### src/sv/idm_pkg.sv
`timescale 1ns / 1ps

package idm_pkg;

	// Port widths are fixed; the arithmetic width is a top-level parameter.
	localparam int DATA_BITS = 64;
	localparam int OP_BITS   = 2;

	typedef enum logic [OP_BITS-1:0] {
		OP_UDIV = 2'd0,
		OP_UREM = 2'd1,
		OP_SDIV = 2'd2,
		OP_SREM = 2'd3
	} op_t;

	typedef enum logic [1:0] {
		ST_IDLE   = 2'd0,
		ST_DIVIDE = 2'd1,
		ST_FIX    = 2'd2
	} state_t;

	// Controller to datapath
	typedef struct packed {
		logic load;
		logic step;
		logic finish;
	} cmd_t;

	// Datapath to controller
	typedef struct packed {
		logic res_stall;
	} stat_t;

endpackage

### src/sv/idm_if.sv
`timescale 1ns / 1ps

interface idm_req_if;
	import idm_pkg::*;

	logic                 valid;
	logic                 ready;
	logic [OP_BITS-1:0]   opcode;
	logic [DATA_BITS-1:0] dividend;
	logic [DATA_BITS-1:0] divisor;

	modport source (output valid, output opcode, output dividend, output divisor, input ready);
	modport sink (input valid, input opcode, input dividend, input divisor, output ready);
endinterface

interface idm_rsp_if;
	import idm_pkg::*;

	logic                 valid;
	logic                 ready;
	logic [DATA_BITS-1:0] result;

	modport source (output valid, output result, input ready);
	modport sink (input valid, input result, output ready);
endinterface

### src/sv/idm_dpath.sv
`timescale 1ns / 1ps

module idm_dpath #(
	parameter int DATA_WIDTH = 64
) (
	input  logic                          clk,
	input  logic                          arst_n,
	input  idm_pkg::cmd_t                 cmd,
	output idm_pkg::stat_t                stat,
	input  logic [idm_pkg::OP_BITS-1:0]   opcode,
	input  logic [idm_pkg::DATA_BITS-1:0] dividend,
	input  logic [idm_pkg::DATA_BITS-1:0] divisor,
	output logic                          rsp_valid,
	input  logic                          rsp_ready,
	output logic [idm_pkg::DATA_BITS-1:0] result
);
	import idm_pkg::*;

	localparam int DW = DATA_WIDTH;

	op_t           op_in;
	logic          op_signed;
	logic          sa;
	logic          sb;
	logic [DW-1:0] a_in;
	logic [DW-1:0] b_in;
	logic [DW-1:0] a_mag;
	logic [DW-1:0] b_mag;

	op_t           op_q;
	logic          neg_quo_q;
	logic          neg_rem_q;
	logic          zero_q;
	logic [DW-1:0] div_q;
	logic [DW-1:0] part_q;
	logic [DW-1:0] quo_q;

	logic          carry;
	logic [DW-1:0] shifted;
	logic [DW:0]   diff;
	logic          take;
	logic [DW-1:0] part_nx;
	logic [DW-1:0] quo_nx;
	logic [DW-1:0] res_fix;

	logic [DATA_BITS-1:0] res_q;
	logic                 res_valid_q;

	// Operand capture: drop the bits above the datapath width, take magnitudes
	assign op_in     = op_t'(opcode);
	assign op_signed = (op_in == OP_SDIV) || (op_in == OP_SREM);
	assign a_in      = dividend[DW-1:0];
	assign b_in      = divisor[DW-1:0];
	assign sa        = op_signed & a_in[DW-1];
	assign sb        = op_signed & b_in[DW-1];
	assign a_mag     = sa ? (DW'(0) - a_in) : a_in;
	assign b_mag     = sb ? (DW'(0) - b_in) : b_in;

	// One restoring step: shift the next dividend bit in, subtract if it fits
	assign carry   = part_q[DW-1];
	assign shifted = {part_q[DW-2:0], quo_q[DW-1]};
	assign diff    = {carry, shifted} - {1'b0, div_q};
	assign take    = carry | ~diff[DW];
	assign part_nx = take ? diff[DW-1:0] : shifted;
	assign quo_nx  = {quo_q[DW-2:0], take};

	always_comb begin
		res_fix = quo_q;
		case (op_q)
			OP_UDIV: res_fix = quo_q;
			OP_UREM: res_fix = part_q;
			OP_SDIV: res_fix = neg_quo_q ? (DW'(0) - quo_q) : quo_q;
			OP_SREM: res_fix = neg_rem_q ? (DW'(0) - part_q) : part_q;
			default: res_fix = quo_q;
		endcase
		if (zero_q) begin
			res_fix = '0;
		end
	end

	always_ff @(posedge clk) begin
		if (cmd.load) begin
			op_q      <= op_in;
			neg_quo_q <= sa ^ sb;
			neg_rem_q <= sa;
			zero_q    <= (b_in == '0);
			div_q     <= b_mag;
			part_q    <= '0;
			quo_q     <= a_mag;
		end else if (cmd.step) begin
			part_q <= part_nx;
			quo_q  <= quo_nx;
		end
		if (cmd.finish) begin
			res_q <= DATA_BITS'(res_fix);
		end
	end

	always_ff @(posedge clk or negedge arst_n) begin
		if (!arst_n) begin
			res_valid_q <= 1'b0;
		end else if (cmd.finish) begin
			res_valid_q <= 1'b1;
		end else if (rsp_ready) begin
			res_valid_q <= 1'b0;
		end
	end

	assign stat.res_stall = res_valid_q & ~rsp_ready;
	assign rsp_valid      = res_valid_q;
	assign result         = res_q;

endmodule

### src/sv/idm_ctrl.sv
`timescale 1ns / 1ps

module idm_ctrl #(
	parameter int DATA_WIDTH = 64
) (
	input  logic           clk,
	input  logic           arst_n,
	input  logic           req_valid,
	output logic           req_ready,
	input  idm_pkg::stat_t stat,
	output idm_pkg::cmd_t  cmd
);
	import idm_pkg::*;

	localparam int CntW = $clog2(DATA_WIDTH);

	state_t          state_q;
	state_t          state_d;
	logic [CntW-1:0] cnt_q;
	logic [CntW-1:0] cnt_d;

	always_ff @(posedge clk or negedge arst_n) begin
		if (!arst_n) begin
			state_q <= ST_IDLE;
			cnt_q   <= '0;
		end else begin
			state_q <= state_d;
			cnt_q   <= cnt_d;
		end
	end

	always_comb begin
		state_d    = state_q;
		cnt_d      = cnt_q;
		req_ready  = 1'b0;
		cmd.load   = 1'b0;
		cmd.step   = 1'b0;
		cmd.finish = 1'b0;
		case (state_q)
			ST_IDLE: begin
				req_ready = 1'b1;
				if (req_valid) begin
					cmd.load = 1'b1;
					cnt_d    = CntW'(DATA_WIDTH - 1);
					state_d  = ST_DIVIDE;
				end
			end
			ST_DIVIDE: begin
				cmd.step = 1'b1;
				if (cnt_q == '0) begin
					state_d = ST_FIX;
				end else begin
					cnt_d = cnt_q - 1'b1;
				end
			end
			ST_FIX: begin
				// hold while the previous result is still waiting
				if (!stat.res_stall) begin
					cmd.finish = 1'b1;
					state_d    = ST_IDLE;
				end
			end
			default: begin
				state_d = ST_IDLE;
			end
		endcase
	end

endmodule

### src/sv/int64_divide_modulo.sv
`timescale 1ns / 1ps
// Channel  Modport  Payload                        Direction
// req      sink     opcode[1:0], dividend, divisor  request in
// rsp      source   result                          response out
//
// Each request runs through operand capture, where magnitudes are taken, DATA_WIDTH
// passes through the single shared subtractor (one quotient bit a pass), and a
// sign fix into the result register. Reset returns the controller to idle and
// empties the result slot. A new request is taken as soon as the result register
// is written; the sign fix step holds while an earlier result is still waiting
// on rsp.

module int64_divide_modulo #(
	parameter int DATA_WIDTH = 64
) (
	input logic     clk,
	input logic     arst_n,
	idm_req_if.sink req,
	idm_rsp_if.source rsp
);
	import idm_pkg::*;

	cmd_t  cmd;
	stat_t stat;

	// Sequencer: accept, iterate, fix sign
	idm_ctrl #(
		.DATA_WIDTH(DATA_WIDTH)
	) u_ctrl (
		.clk      (clk),
		.arst_n   (arst_n),
		.req_valid(req.valid),
		.req_ready(req.ready),
		.stat     (stat),
		.cmd      (cmd)
	);

	// Operand registers, shift-and-subtract step and result register
	idm_dpath #(
		.DATA_WIDTH(DATA_WIDTH)
	) u_dpath (
		.clk      (clk),
		.arst_n   (arst_n),
		.cmd      (cmd),
		.stat     (stat),
		.opcode   (req.opcode),
		.dividend (req.dividend),
		.divisor  (req.divisor),
		.rsp_valid(rsp.valid),
		.rsp_ready(rsp.ready),
		.result   (rsp.result)
	);

`ifndef SYNTHESIS
	// The divider is busy straight after taking a request
	a_busy_after_accept: assert property (@(posedge clk) disable iff (!arst_n)
		(req.valid && req.ready) |=> !req.ready)
		else $error("request accepted while divider busy");

	// Never overwrite a result that has not been taken
	a_no_overwrite: assert property (@(posedge clk) disable iff (!arst_n)
		cmd.finish |-> !stat.res_stall)
		else $error("result register overwritten while held");

	// Iteration never overlaps with operand capture
	a_step_not_ready: assert property (@(posedge clk) disable iff (!arst_n)
		cmd.step |-> !req.ready)
		else $error("input ready during iteration");

	// At most one datapath command a cycle
	a_cmd_onehot: assert property (@(posedge clk) disable iff (!arst_n)
		$onehot0({cmd.load, cmd.step, cmd.finish}))
		else $error("conflicting datapath commands");
`endif

endmodule

### src/flat_wrapper.sv
// flat-port wrapper written by rule: the top's interface ports become plain ports
module int64_divide_modulo_flat import idm_pkg::*;
#(
	parameter int DATA_WIDTH = 64
)
  (clk, arst_n, req_valid, req_opcode, req_dividend, req_divisor, req_ready, rsp_valid, rsp_result, rsp_ready);
  idm_req_if req_i ();
  idm_rsp_if rsp_i ();
  input logic clk;
  input logic arst_n;
  input wire logic [$bits(req_i.valid)-1:0] req_valid;
  input wire logic [$bits(req_i.opcode)-1:0] req_opcode;
  input wire logic [$bits(req_i.dividend)-1:0] req_dividend;
  input wire logic [$bits(req_i.divisor)-1:0] req_divisor;
  output wire logic [$bits(req_i.ready)-1:0] req_ready;
  output wire logic [$bits(rsp_i.valid)-1:0] rsp_valid;
  output wire logic [$bits(rsp_i.result)-1:0] rsp_result;
  input wire logic [$bits(rsp_i.ready)-1:0] rsp_ready;
  assign req_i.valid = req_valid;
  assign req_i.opcode = req_opcode;
  assign req_i.dividend = req_dividend;
  assign req_i.divisor = req_divisor;
  assign req_ready = req_i.ready;
  assign rsp_valid = rsp_i.valid;
  assign rsp_result = rsp_i.result;
  assign rsp_i.ready = rsp_ready;
  int64_divide_modulo #(.DATA_WIDTH(DATA_WIDTH)) u_core (.clk(clk), .arst_n(arst_n), .req(req_i), .rsp(rsp_i));
endmodule
### config.mk
export PLATFORM = sky130hd
export DESIGN_NAME = int64_divide_modulo_flat
export DESIGN_NICKNAME = d
export VERILOG_FILES = /design/src/sv/idm_pkg.sv /design/src/sv/idm_if.sv /design/src/sv/idm_dpath.sv /design/src/sv/idm_ctrl.sv /design/src/sv/int64_divide_modulo.sv /design/src/flat_wrapper.sv
export SDC_FILE = /design/constraint.sdc
export NUM_CORES = 1
export LEC_CHECK = 0
export CAP_MARGIN = 5
export CELL_PAD_IN_SITES_DETAIL_PLACEMENT = 0
export CELL_PAD_IN_SITES_GLOBAL_PLACEMENT = 1
export CORE_MARGIN = 1
export CORE_UTILIZATION = 35
export CTS_BUF_LIST = sky130_fd_sc_hd__clkbuf_8
export DETAILED_ROUTE_END_ITERATION = 7
export DONT_BUFFER_PORTS = 1
export PLACE_DENSITY = 0.61
export SLEW_MARGIN = 0
export SYNTH_ARGS = -nofsm -noshare
export SYNTH_HDL_FRONTEND = slang
export SYNTH_HIERARCHICAL = 1
export SYNTH_SLANG_ARGS = --single-unit
### constraint.sdc
create_clock -name clk -period 8.1 [get_ports clk]
set_input_delay 1.62 -clock clk [delete_from_list [all_inputs] [get_ports clk]]
set_output_delay 1.62 -clock clk [all_outputs]
set_load 0.02 [all_outputs]
After elaboration in Yosys (flattened, before gate mapping) --
Cells that the tools add are included.
Operators by class: reduce and logical (&&, ||, !) cells 10, bitwise operators 7, $add $sub $neg 6, muxes and demuxes 23, equal/unequal tests 11
Operators by type and width (number):
- 2-to-1 mux 64 bit | 7
- case mux 64 bit (4 select lines) | 1
- subtractor 1 x 64 -> 64 bit, first input constant | 4
- subtractor 65 x 64 -> 65 bit | 1
- zero test 64 bit | 1
- 2-to-1 mux 6 bit | 2
- case mux 6 bit (2 select lines) | 1
- equality test 2 bit, second input constant | 5
- 2-to-1 mux 1 bit | 8
- != test 2 bit, second input constant | 4
- zero test 6 bit | 1
- 2-to-1 mux 2 bit | 3
- case mux 2 bit (3 select lines) | 1
- AND reduction 3 bit | 2
- nonzero test 2 bit | 3
- subtractor 6 x 1 -> 6 bit, second input constant | 1
- equality test 2 x 1 -> 1 bit, second input constant | 2
- zero test 2 bit | 2
- AND 1 bit | 3
- NOT 1 bit | 2
- logical OR 1 bit | 1
- OR 1 bit | 1
- bitwise XOR 1 bit | 1
Word-level totals: bits in registers 270, input port bits 134, output and inout port bits 66

Logic depth before layout (Yosys ltp) --
Gate-level depths: netlist of run 1.
word-level depth 5, depth in mapped cells 14

Hierarchy --
The synthesis of run 1 kept the hierarchy.
Modules (own cells, without submodules):
- idm_dpath | area each 20180.6 um^2, seq. area each 7221.9 um^2, cells an instance 2399, instances 1
- idm_ctrl | area each 470.5 um^2, seq. area each 200.2 um^2, cells an instance 49, instances 1

Worst setup path before layout of run 1 --
Ideal clock, no wire load.
path type input port to flip-flop, start input port req_valid, end register u_core.u_dpath.quo_q[0] (enable), setup slack -1.191 ns, buffers on the path 1, stages 4, setup time 0.418 ns, data arrival time 8.873 ns, path through nor3b_1 > clkbuf_1 > nor2_1 > inv_1
On the way: longest elaborated chain between the ends 3
Ends and longest elaborated chain:
- from (decl) | RTL line flat_wrapper.sv:11 | input wire logic [$bits(req_i.valid)-1:0] req_valid;
- 2-to-1 mux 1 bit | RTL line idm_ctrl.sv:42 | if (req_valid) begin
- 2-to-1 mux 1 bit | RTL line idm_ctrl.sv:39 | case (state_q)
- nonzero test 2 bit (no line)
- to (signal assigned) | RTL line idm_dpath.sv:89 | quo_q <= a_mag;
- to (signal assigned) | RTL line idm_dpath.sv:92 | quo_q <= quo_nx;
- to (decl) | RTL line idm_dpath.sv:36 | logic [DW-1:0] quo_q;
Every way passes these cells. A chain may end at the register's enable or synchronous reset.

Worst setup path in the final report of run 1 --
start register u_core.u_dpath.quo_q[63], end register u_core.u_dpath.part_q[30]
On the way: longest elaborated chain between the ends 4
Ends and longest elaborated chain:
- subtractor 65 x 64 -> 65 bit (*) | RTL line idm_dpath.sv:62 | assign diff = {carry, shifted} - {1'b0, div_q};
- NOT 1 bit | RTL line idm_dpath.sv:63 | assign take = carry | ~diff[DW];
- OR 1 bit | RTL line idm_dpath.sv:63
- 2-to-1 mux 64 bit (*) | RTL line idm_dpath.sv:64 | assign part_nx = take ? diff[DW-1:0] : shifted;
- to (signal assigned) | RTL line idm_dpath.sv:91 | part_q <= part_nx;
- to (decl) | RTL line idm_dpath.sv:35 | logic [DW-1:0] part_q;
Mark *: on every way between the ends. The rest lies on a longest branch, timed or not.

==> impl_results.md, run 1 <==
* Status: complete, no violations
* Initial DRT Pass Iterations at 5
* Largest cells by area after synthesis: edfxtp_1 29%, xor2_1 6.4%, dfxtp_1 6.2%, xnor2_1 5.6%, nor2_1 5.6%
* Post-CTS resize count at 0
* Setup_tns at 0 ns
* Area leader, netlist: edfxtp_1
* Antenna cells at 0
* Critical Path Start: u_core/u_dpath/quo_q[63]$_DFFE_PP_
* Row Count at 88
* CTS buffer count at between 50 and 60
* Worst path top cell family by delay: compound AO/OA/AOI/OAI gates
* Fin. Hold Viols at 0
* Commonest cells in the synthesized netlist: 310 x nor2_1, 231 x nand2_1, 222 x a21oi_1
* Fin nets at around 2.6k
* Clk Latency, worst-skew pair at ~0.65 ns
* Synthesized area at 0.0207 mm²
* Reg-to-Reg End: u_core/u_dpath/part_q[30]$_SDFFE_PP0P_
* Worst-path fanout max at between 40 and 50
* Final worst path period share at between 50% and 60%
* H-tree levels at 2
* Routed WL at roughly 68000 µm
* Post-route setup slack at approximately 3.3 ns
* P_leak at between 8 and 9 nW
* HP Class: register to register
* Chip Height at 245 µm
* Max Freq at between 200 and 250 MHz
* Cell Count Post-Placement at 3091
* GR Util All Layers at between 20% and 30%
* Antenna violations before repair at 0
* Worst Path Required at approximately 8.6 ns
* Total power at 7.85 mW
* Hold-fix buffers, CTS at 0
* RSZ-0062 raised after global routing: false
* Metal-1 WL at between 20000 and 30000 µm
* Mapped Nets at approximately 2.7k
* Avg Cell Area, Syn at roughly 8.4 µm²
* Met2 wire length at 33900 µm
* Root buffer cell: clkbuf_8
* CP bufs+invs at 2
* Most common cell in the netlist: nor2_1
* Final setup viols at 0
* Max cap viols at 0
* Clock Skews at between 0.03 and 0.04 ns
* Most frequent CP cell: o2111ai_1
* Synth Register Bits at between 200 and 300
* Vias in the first global route at 17.7k
* Slew HR at approximately 22%
* Post-synth EDFFs at roughly 200
* R2r setup slk at around 3.3 ns
* CP startpoint kind: register
* Post-DP HPWL at 51000 µm
* Worst VDD drop at roughly 0.15 mV
* Clock slew at reported path FFs at about 0.060 ns
* Number of setup buffers added after CTS at 0
* WHS Path Cells at 1
* Worst EP arrival at roughly 5.3 ns
* GR Overflow Total at 0
* Seq/Total Area, Yosys at between 30% and 40%
* R2R Path Start: u_core/u_dpath/quo_q[63]$_DFFE_PP_
* Post-layout min period at 4.78 ns
* R2R depth at 13
* Final Max Slew Viols at 0
* Met3 Wirelength at between 3000 and 4000 µm
* Final Wtd Congestion at 0.890
* Vias at about 18k
* Dpl ws at slightly above 3 ns
* First-pass GRT wire length at between 100000 and 150000 µm
* Netlist cell types at 89
* FFs w/ async S/R, synth at roughly 3.3%
* Worst-margin pin slew at approximately 1.1 ns
* Critical path class: register to register
* CTS tree: yes
* Die W at around 240 µm
* Core ar. at roughly 0.058 mm²
* Largest net degree at the start of global routing at 137
* Area Overhead vs Synth at 7.48%
* DIE AREA at approximately 0.06 mm²
* P per Cell Area at roughly 350 mW/mm²
* Hold path start: u_core/u_ctrl/cnt_q[5]$_DFFE_PN0P_
* Post-synth top area share at 28.6%
* Vias per cell at approximately 5.7
* Placed cell area at 0.0212 mm²
* Clock Tree Buf Depth at 3
* Initial Utilization at between 30% and 40%
* Design Area, Final at 0.0222 mm²
* Synth Instances at between 2k and 2.5k
* Port Buffers at 0
* Crit-path max cell delay at 0.79 ns
* Share of layout cells above drive strength 1 at under 10%
* # clock sinks at 270
* Cells along the critical path: inv_1 -> ha_1 -> fa_1 -> nand2b_1 -> a21oi_1 -> o211ai_1 -> a2111oi_2 -> o2111ai_1 -> a31oi_2 -> or2_2 -> buf_4 -> o2111ai_1 -> a311oi_1
* # IOs at 200
* Avg WL per Cell at between 20 and 25 µm
* Top Layer Used: met4
* DR DRC count at 0
* Iter 0 DRT Violations at ~1.4k
* Syn. warnings at 6
* Remaining antenna violation count at 0
* Worst hold endpoint: u_core/u_ctrl/cnt_q[5]$_DFFE_PN0P_
* Critical path endpoint category: register
* Synth Flop Type: edfxtp_1
* Layout Cells excl Fill at around 3.2k
* Slowest CP cell: a2111oi_2
[registers in the layout (all words and copies together), names as in the netlist]
signal / count
u_core/u_dpath/div_q: 64
u_core/u_dpath/part_q: 64
u_core/u_dpath/quo_q: 64
u_core/u_dpath/result: 64
u_core/u_ctrl/cnt_q: 6
u_core/u_ctrl/state_q: 2
u_core/u_dpath/op_q: 2
u_core/u_dpath/neg_quo_q: 1
u_core/u_dpath/neg_rem_q: 1
u_core/u_dpath/rsp_valid: 1
u_core/u_dpath/zero_q: 1
[power breakdown]
part           internal, mW  total [mW]  switching [mW]
sequential             2.03        2.78           0.747
combinational          1.52        3.79            2.27
clock                 0.671        1.29           0.615
total                  4.22        7.85            3.63
[routing by layer]
| metal | global-route usage [%] | up-vias |
|---|---|---|
| li1 | - | 8819 |
| met1 | 27.4 | 8740 |
| met3 | 3.27 | 99 |
| met4 | 7.11 | 0 |
| met5 | 0 | - |
| met2 | 39.3 | 469 |
[logic make-up after synthesis]
logic type	after synthesis	share of synthesized area [%]
AO/OA/AOI/OAI	680	21.6
XOR/XNOR	285	12.1
AND/OR/NAND/NOR	872	20.5
flip-flops	270	35.9
adder cells (fa/ha/maj)	71	4.34
multiplexers	15	0.751
buffers and inverters	255	4.76
[through the flow]
step | utilization [%] | hold slack (ns)
floorplan | - | 0.463
global placement | 36.6 | 0.489
detailed placement | 36.6 | 0.501
CTS | 38.3 | 0.515
global route | 38.3 | 0.536
finish | 38.3 | 0.511
[worst max path at each step]
stage / endpoint / slack (ns) / cells after the start
floorplan: u_core/u_dpath/rsp_valid$_DFFE_PN0P_ / 1.13 / 3
global placement: u_core/u_dpath/quo_q[63]$_DFFE_PP_ / 3.11 / 8
detailed placement: u_core/u_dpath/quo_q[63]$_DFFE_PP_ / 3.07 / 8
CTS: u_core/u_dpath/part_q[30]$_SDFFE_PP0P_ / 3.31 / 13
global route: u_core/u_dpath/part_q[30]$_SDFFE_PP0P_ / 2.93 / 13
finish: u_core/u_dpath/part_q[30]$_SDFFE_PP0P_ / 3.32 / 13
[layout make-up]
class,count,area [µm²]
clock buffer,57,785
clock inverter,34,170
fill,5939,35800
inverter,114,428
multi-input combinational,1923,12300
sequential,270,7420
tap,765,957
timing repair buffer,19,155
[cells in the final DEF (no fill, tap or decap), types with 38 or more instances in the layout]
cell / n
inv_1: 132
dfxtp_1: 64
xnor2_1: 133
edfxtp_1: 197
ha_1: 70
o31ai_1: 57
a211oi_1: 55
nor4_1: 38
xor2_1: 152
o21ai_0: 106
nor3_1: 54
a311oi_1: 51
clkbuf_8: 57
a21oi_1: 222
nand2_1: 230
nor2_1: 308
(Power assumes the default switching activity.)
==> run 2: changes to the inputs <==
ABC_AREA = 1   (was unset)
PLACE_DENSITY = 0.66   (was 0.61)
clock period = 4.1 ns   (was 8.1 ns; I/O delays follow)
==> impl_results.md, run 2 <==
* Status: complete, no violations
* Post-DP HPWL at 104000 µm (+100%)
* Root buffer cell: clkbuf_8
* Slew HR at 16.7% (-5.7 points)
* Mapped Nets at 4691 (+77%)
* Clock Skews at 0.0599 ns (+0.0291 ns)
* Post-CTS resize count at 0 (unchanged)
* Design Area, Final at 0.0290 mm² (+30%)
* First-pass GRT wire length at 183000 µm (+76%)
* Largest net degree at the start of global routing at 66 (-52%)
* Final setup viols at 0 (unchanged)
* Netlist cell types at 52 (-42%)
* Clk Latency, worst-skew pair at 0.69 ns (+0.04 ns)
* Reg-to-Reg End: u_core/u_dpath/quo_q[0]$_DFFE_PP_
* Clock slew at reported path FFs at 0.06 ns (about the same)
* Vias per cell at 5.38 (-5.6%)
* R2R Path Start: u_core/u_dpath/quo_q[63]$_DFFE_PP_
* RSZ-0062 raised after global routing: false
* # clock sinks at 270 (unchanged)
* Largest cells by area after synthesis: edfxtp_1 22%, nand2_1 21%, inv_1 9.6%, nand3_1 8.6%, nor2_1 8.3%
* P per Cell Area at 552 mW/mm² (+56%)
* P_leak at 14.4 nW (+79%)
* Most common cell in the netlist: nand2_1
* Commonest non-fill, non-tap cell in the layout: nand2_1
* Max cap viols at 0 (unchanged)
* Worst EP arrival at 4.07 ns (-1.24 ns)
* Final worst path period share at 88.7% (+30 points)
* Max Freq at 275 MHz (+31%)
* Post-synth EDFFs at 197 (unchanged)
* Die W at 277 µm (+13%)
* Setup_tns at 0 ns (unchanged)
* Avg WL per Cell at 22.8 µm (+7.2%)
* Clock Tree Buf Depth at 3 (unchanged)
* HP Class: input pin to register
* Avg Cell Area, Syn at 5.90 µm² (-30%)
* R2r setup slk at 0.46 ns (-2.86 ns)
* Initial Utilization at 35.5% (-0.10 points)
* Iter 0 DRT Violations at 3400 (+130%)
* Fin. Hold Viols at 0 (unchanged)
* Vias in the first global route at 27.5k (+55%)
* Fin nets at 4704 (+82%)
* Worst-path fanout max at 36 (-27%)
* Worst VDD drop at 0.404 mV (+170%)
* Area Overhead vs Synth at 9.42%
* Commonest cells in the synthesized netlist: 1507 x nand2_1, 675 x inv_1, 583 x nor2_1
* Port Buffers at 0 (unchanged)
* Worst Path Required at 4.53 ns (-4.09 ns)
* GR Util All Layers at 32.1% (+9.9 points)
* WHS Path Cells at 0 (-1)
* DIE AREA at 0.0767 mm² (+28%)
* Syn. warnings at 6 (unchanged)
* Post-synth top area share at 22.4% (-6.3 points)
* Area leader, netlist: edfxtp_1
* Hold path start: req_opcode[1]
* Initial DRT Pass Iterations at 7 (+2)
* Core ar. at 0.0746 mm² (+29%)
* Final Max Slew Viols at 0 (unchanged)
* Post-layout min period at 3.64 ns (-1.14 ns)
* Remaining antenna violation count at 0 (unchanged)
* # IOs at 200 (unchanged)
* Critical path class: register to register
* Worst-margin pin slew at 1.24 ns (+0.0913 ns)
* Critical path endpoint category: register
* Vias at 29.7k (+64%)
* Placed cell area at 0.0278 mm² (+31%)
* CTS buffer count at 53 (+1.9%)
* Routed WL at 126000 µm (+86%)
* DR DRC count at 0 (unchanged)
* CP startpoint kind: register
* R2R depth at 17 (+4)
* Chip Height at 277 µm (+13%)
* GR Overflow Total at 0 (unchanged)
* Synthesized area at 0.0265 mm² (+28%)
* Worst hold endpoint: u_core/u_dpath/op_q[1]$_DFFE_PP_
* Synth Instances at 4486 (+83%)
* Seq/Total Area, Yosys at 28.0% (-7.9 points)
* CTS tree: yes
* Share of layout cells above drive strength 1 at 4.76% (-0.99 points)
* Synth Flop Type: edfxtp_1
* Most frequent cells in the layout: 1507 x nand2_1, 689 x inv_1, 579 x nor2_1
* Row Count at 100 (+14%)
* FFs w/ async S/R, synth at 3.33% (unchanged)
* Synth Register Bits at 270 (unchanged)
* Final Wtd Congestion at 1.04 (+17%)
* H-tree levels at 2 (unchanged)
* Antenna violations before repair at 6 (+6)
-- run 2: power by group --
part	internal, mW	switching [mW]	leakage, nW
clock network	1.67	1.35	0.622
registers	4.03	1.14	2.49
logic	2.04	5.75	11.2
total	7.73	8.25	14.4
-- run 2: area by class of cell --
class                           count  area, µm²
Clock inverter                     40        343
Tap cell                          969       1210
Sequential cell                   270       7420
Antenna cell                        6       15.0
Clock buffer                       57        785
Inverter                          693       2610
Timing Repair Buffer               72        568
Fill cell                        8443      45600
Multi-Input combinational cell   3409      16000
-- run 2: worst max path at each step --
stage | depth (start not counted) | to | start
after floorplan | 7 | u_core/u_dpath/quo_q[0]$_DFFE_PP_ | req_valid
after global placement | 17 | u_core/u_dpath/quo_q[0]$_DFFE_PP_ | u_core/u_dpath/quo_q[63]$_DFFE_PP_
after detailed placement | 17 | u_core/u_dpath/quo_q[0]$_DFFE_PP_ | u_core/u_dpath/quo_q[63]$_DFFE_PP_
after CTS | 17 | u_core/u_dpath/quo_q[0]$_DFFE_PP_ | u_core/u_dpath/quo_q[63]$_DFFE_PP_
after global routing | 17 | u_core/u_dpath/quo_q[0]$_DFFE_PP_ | u_core/u_dpath/quo_q[63]$_DFFE_PP_
final | 17 | u_core/u_dpath/quo_q[0]$_DFFE_PP_ | u_core/u_dpath/quo_q[63]$_DFFE_PP_
-- run 2: kinds of logic after synthesis --
kind of cell               after synthesis  share of synthesized area [%]
buffers and inverters                  807                           11.6
AOI/OAI and AO/OA                      446                           9.00
and+or+nand+nor                       2753                           43.4
xor gates and xnor gates               139                           4.60
adders and majority gates               71                           3.39
DFF                                    270                           28.0
-- run 2: timing repair --
action                                  4_1_cts  5_1_grt
buffers inserted                              0        0
endpoints found under the setup margin        0        0
endpoints found under the hold margin         9        0
hold buffers                                  1        0
-- run 2: critical path, stage by stage (launching register included) --
cell,delay (ns)
edfxtp_1,0.66
inv_1,0.20
ha_1,0.26
fa_1,0.40
inv_1,0.09
nand3_1,0.09
nand2_2,0.13
nand2_1,0.07
nand2_2,0.10
nand2_1,0.07
nand2_2,0.12
nand2_1,0.08
nand2_2,0.11
nand2_2,0.08
nand3_4,0.19
buf_4,0.43
nand2_1,0.08
o21ai_0,0.20
-- run 2: stage by stage --
| step | util, % | setup WS (ns) | power (mW) | hold slack (ns) | std cells |
|---|---|---|---|---|---|
| floorplan | - | 0.0324 | 9.46 | 0.445 | 4486 |
| global placement | 37.3 | 0.520 | 12.6 | 0.477 | 5412 |
| detailed placement | 37.3 | 0.524 | 12.6 | 0.486 | 5412 |
| CTS | 38.8 | 0.510 | 15.7 | 0.196 | 5510 |
| global route | 38.8 | 0.242 | 16.8 | 0.206 | 5515 |
| finish | 38.8 | 0.461 | 16.0 | 0.242 | 5516 |
-- run 2: metal layers --
| metal | wire length (µm) | GRT usage, % |
|---|---|---|
| met5 | 0 | 0 |
| met4 | 3160 | 8.26 |
| met3 | 12900 | 6.68 |
| met2 | 52200 | 47.8 |
| met1 | 57500 | 46.6 |
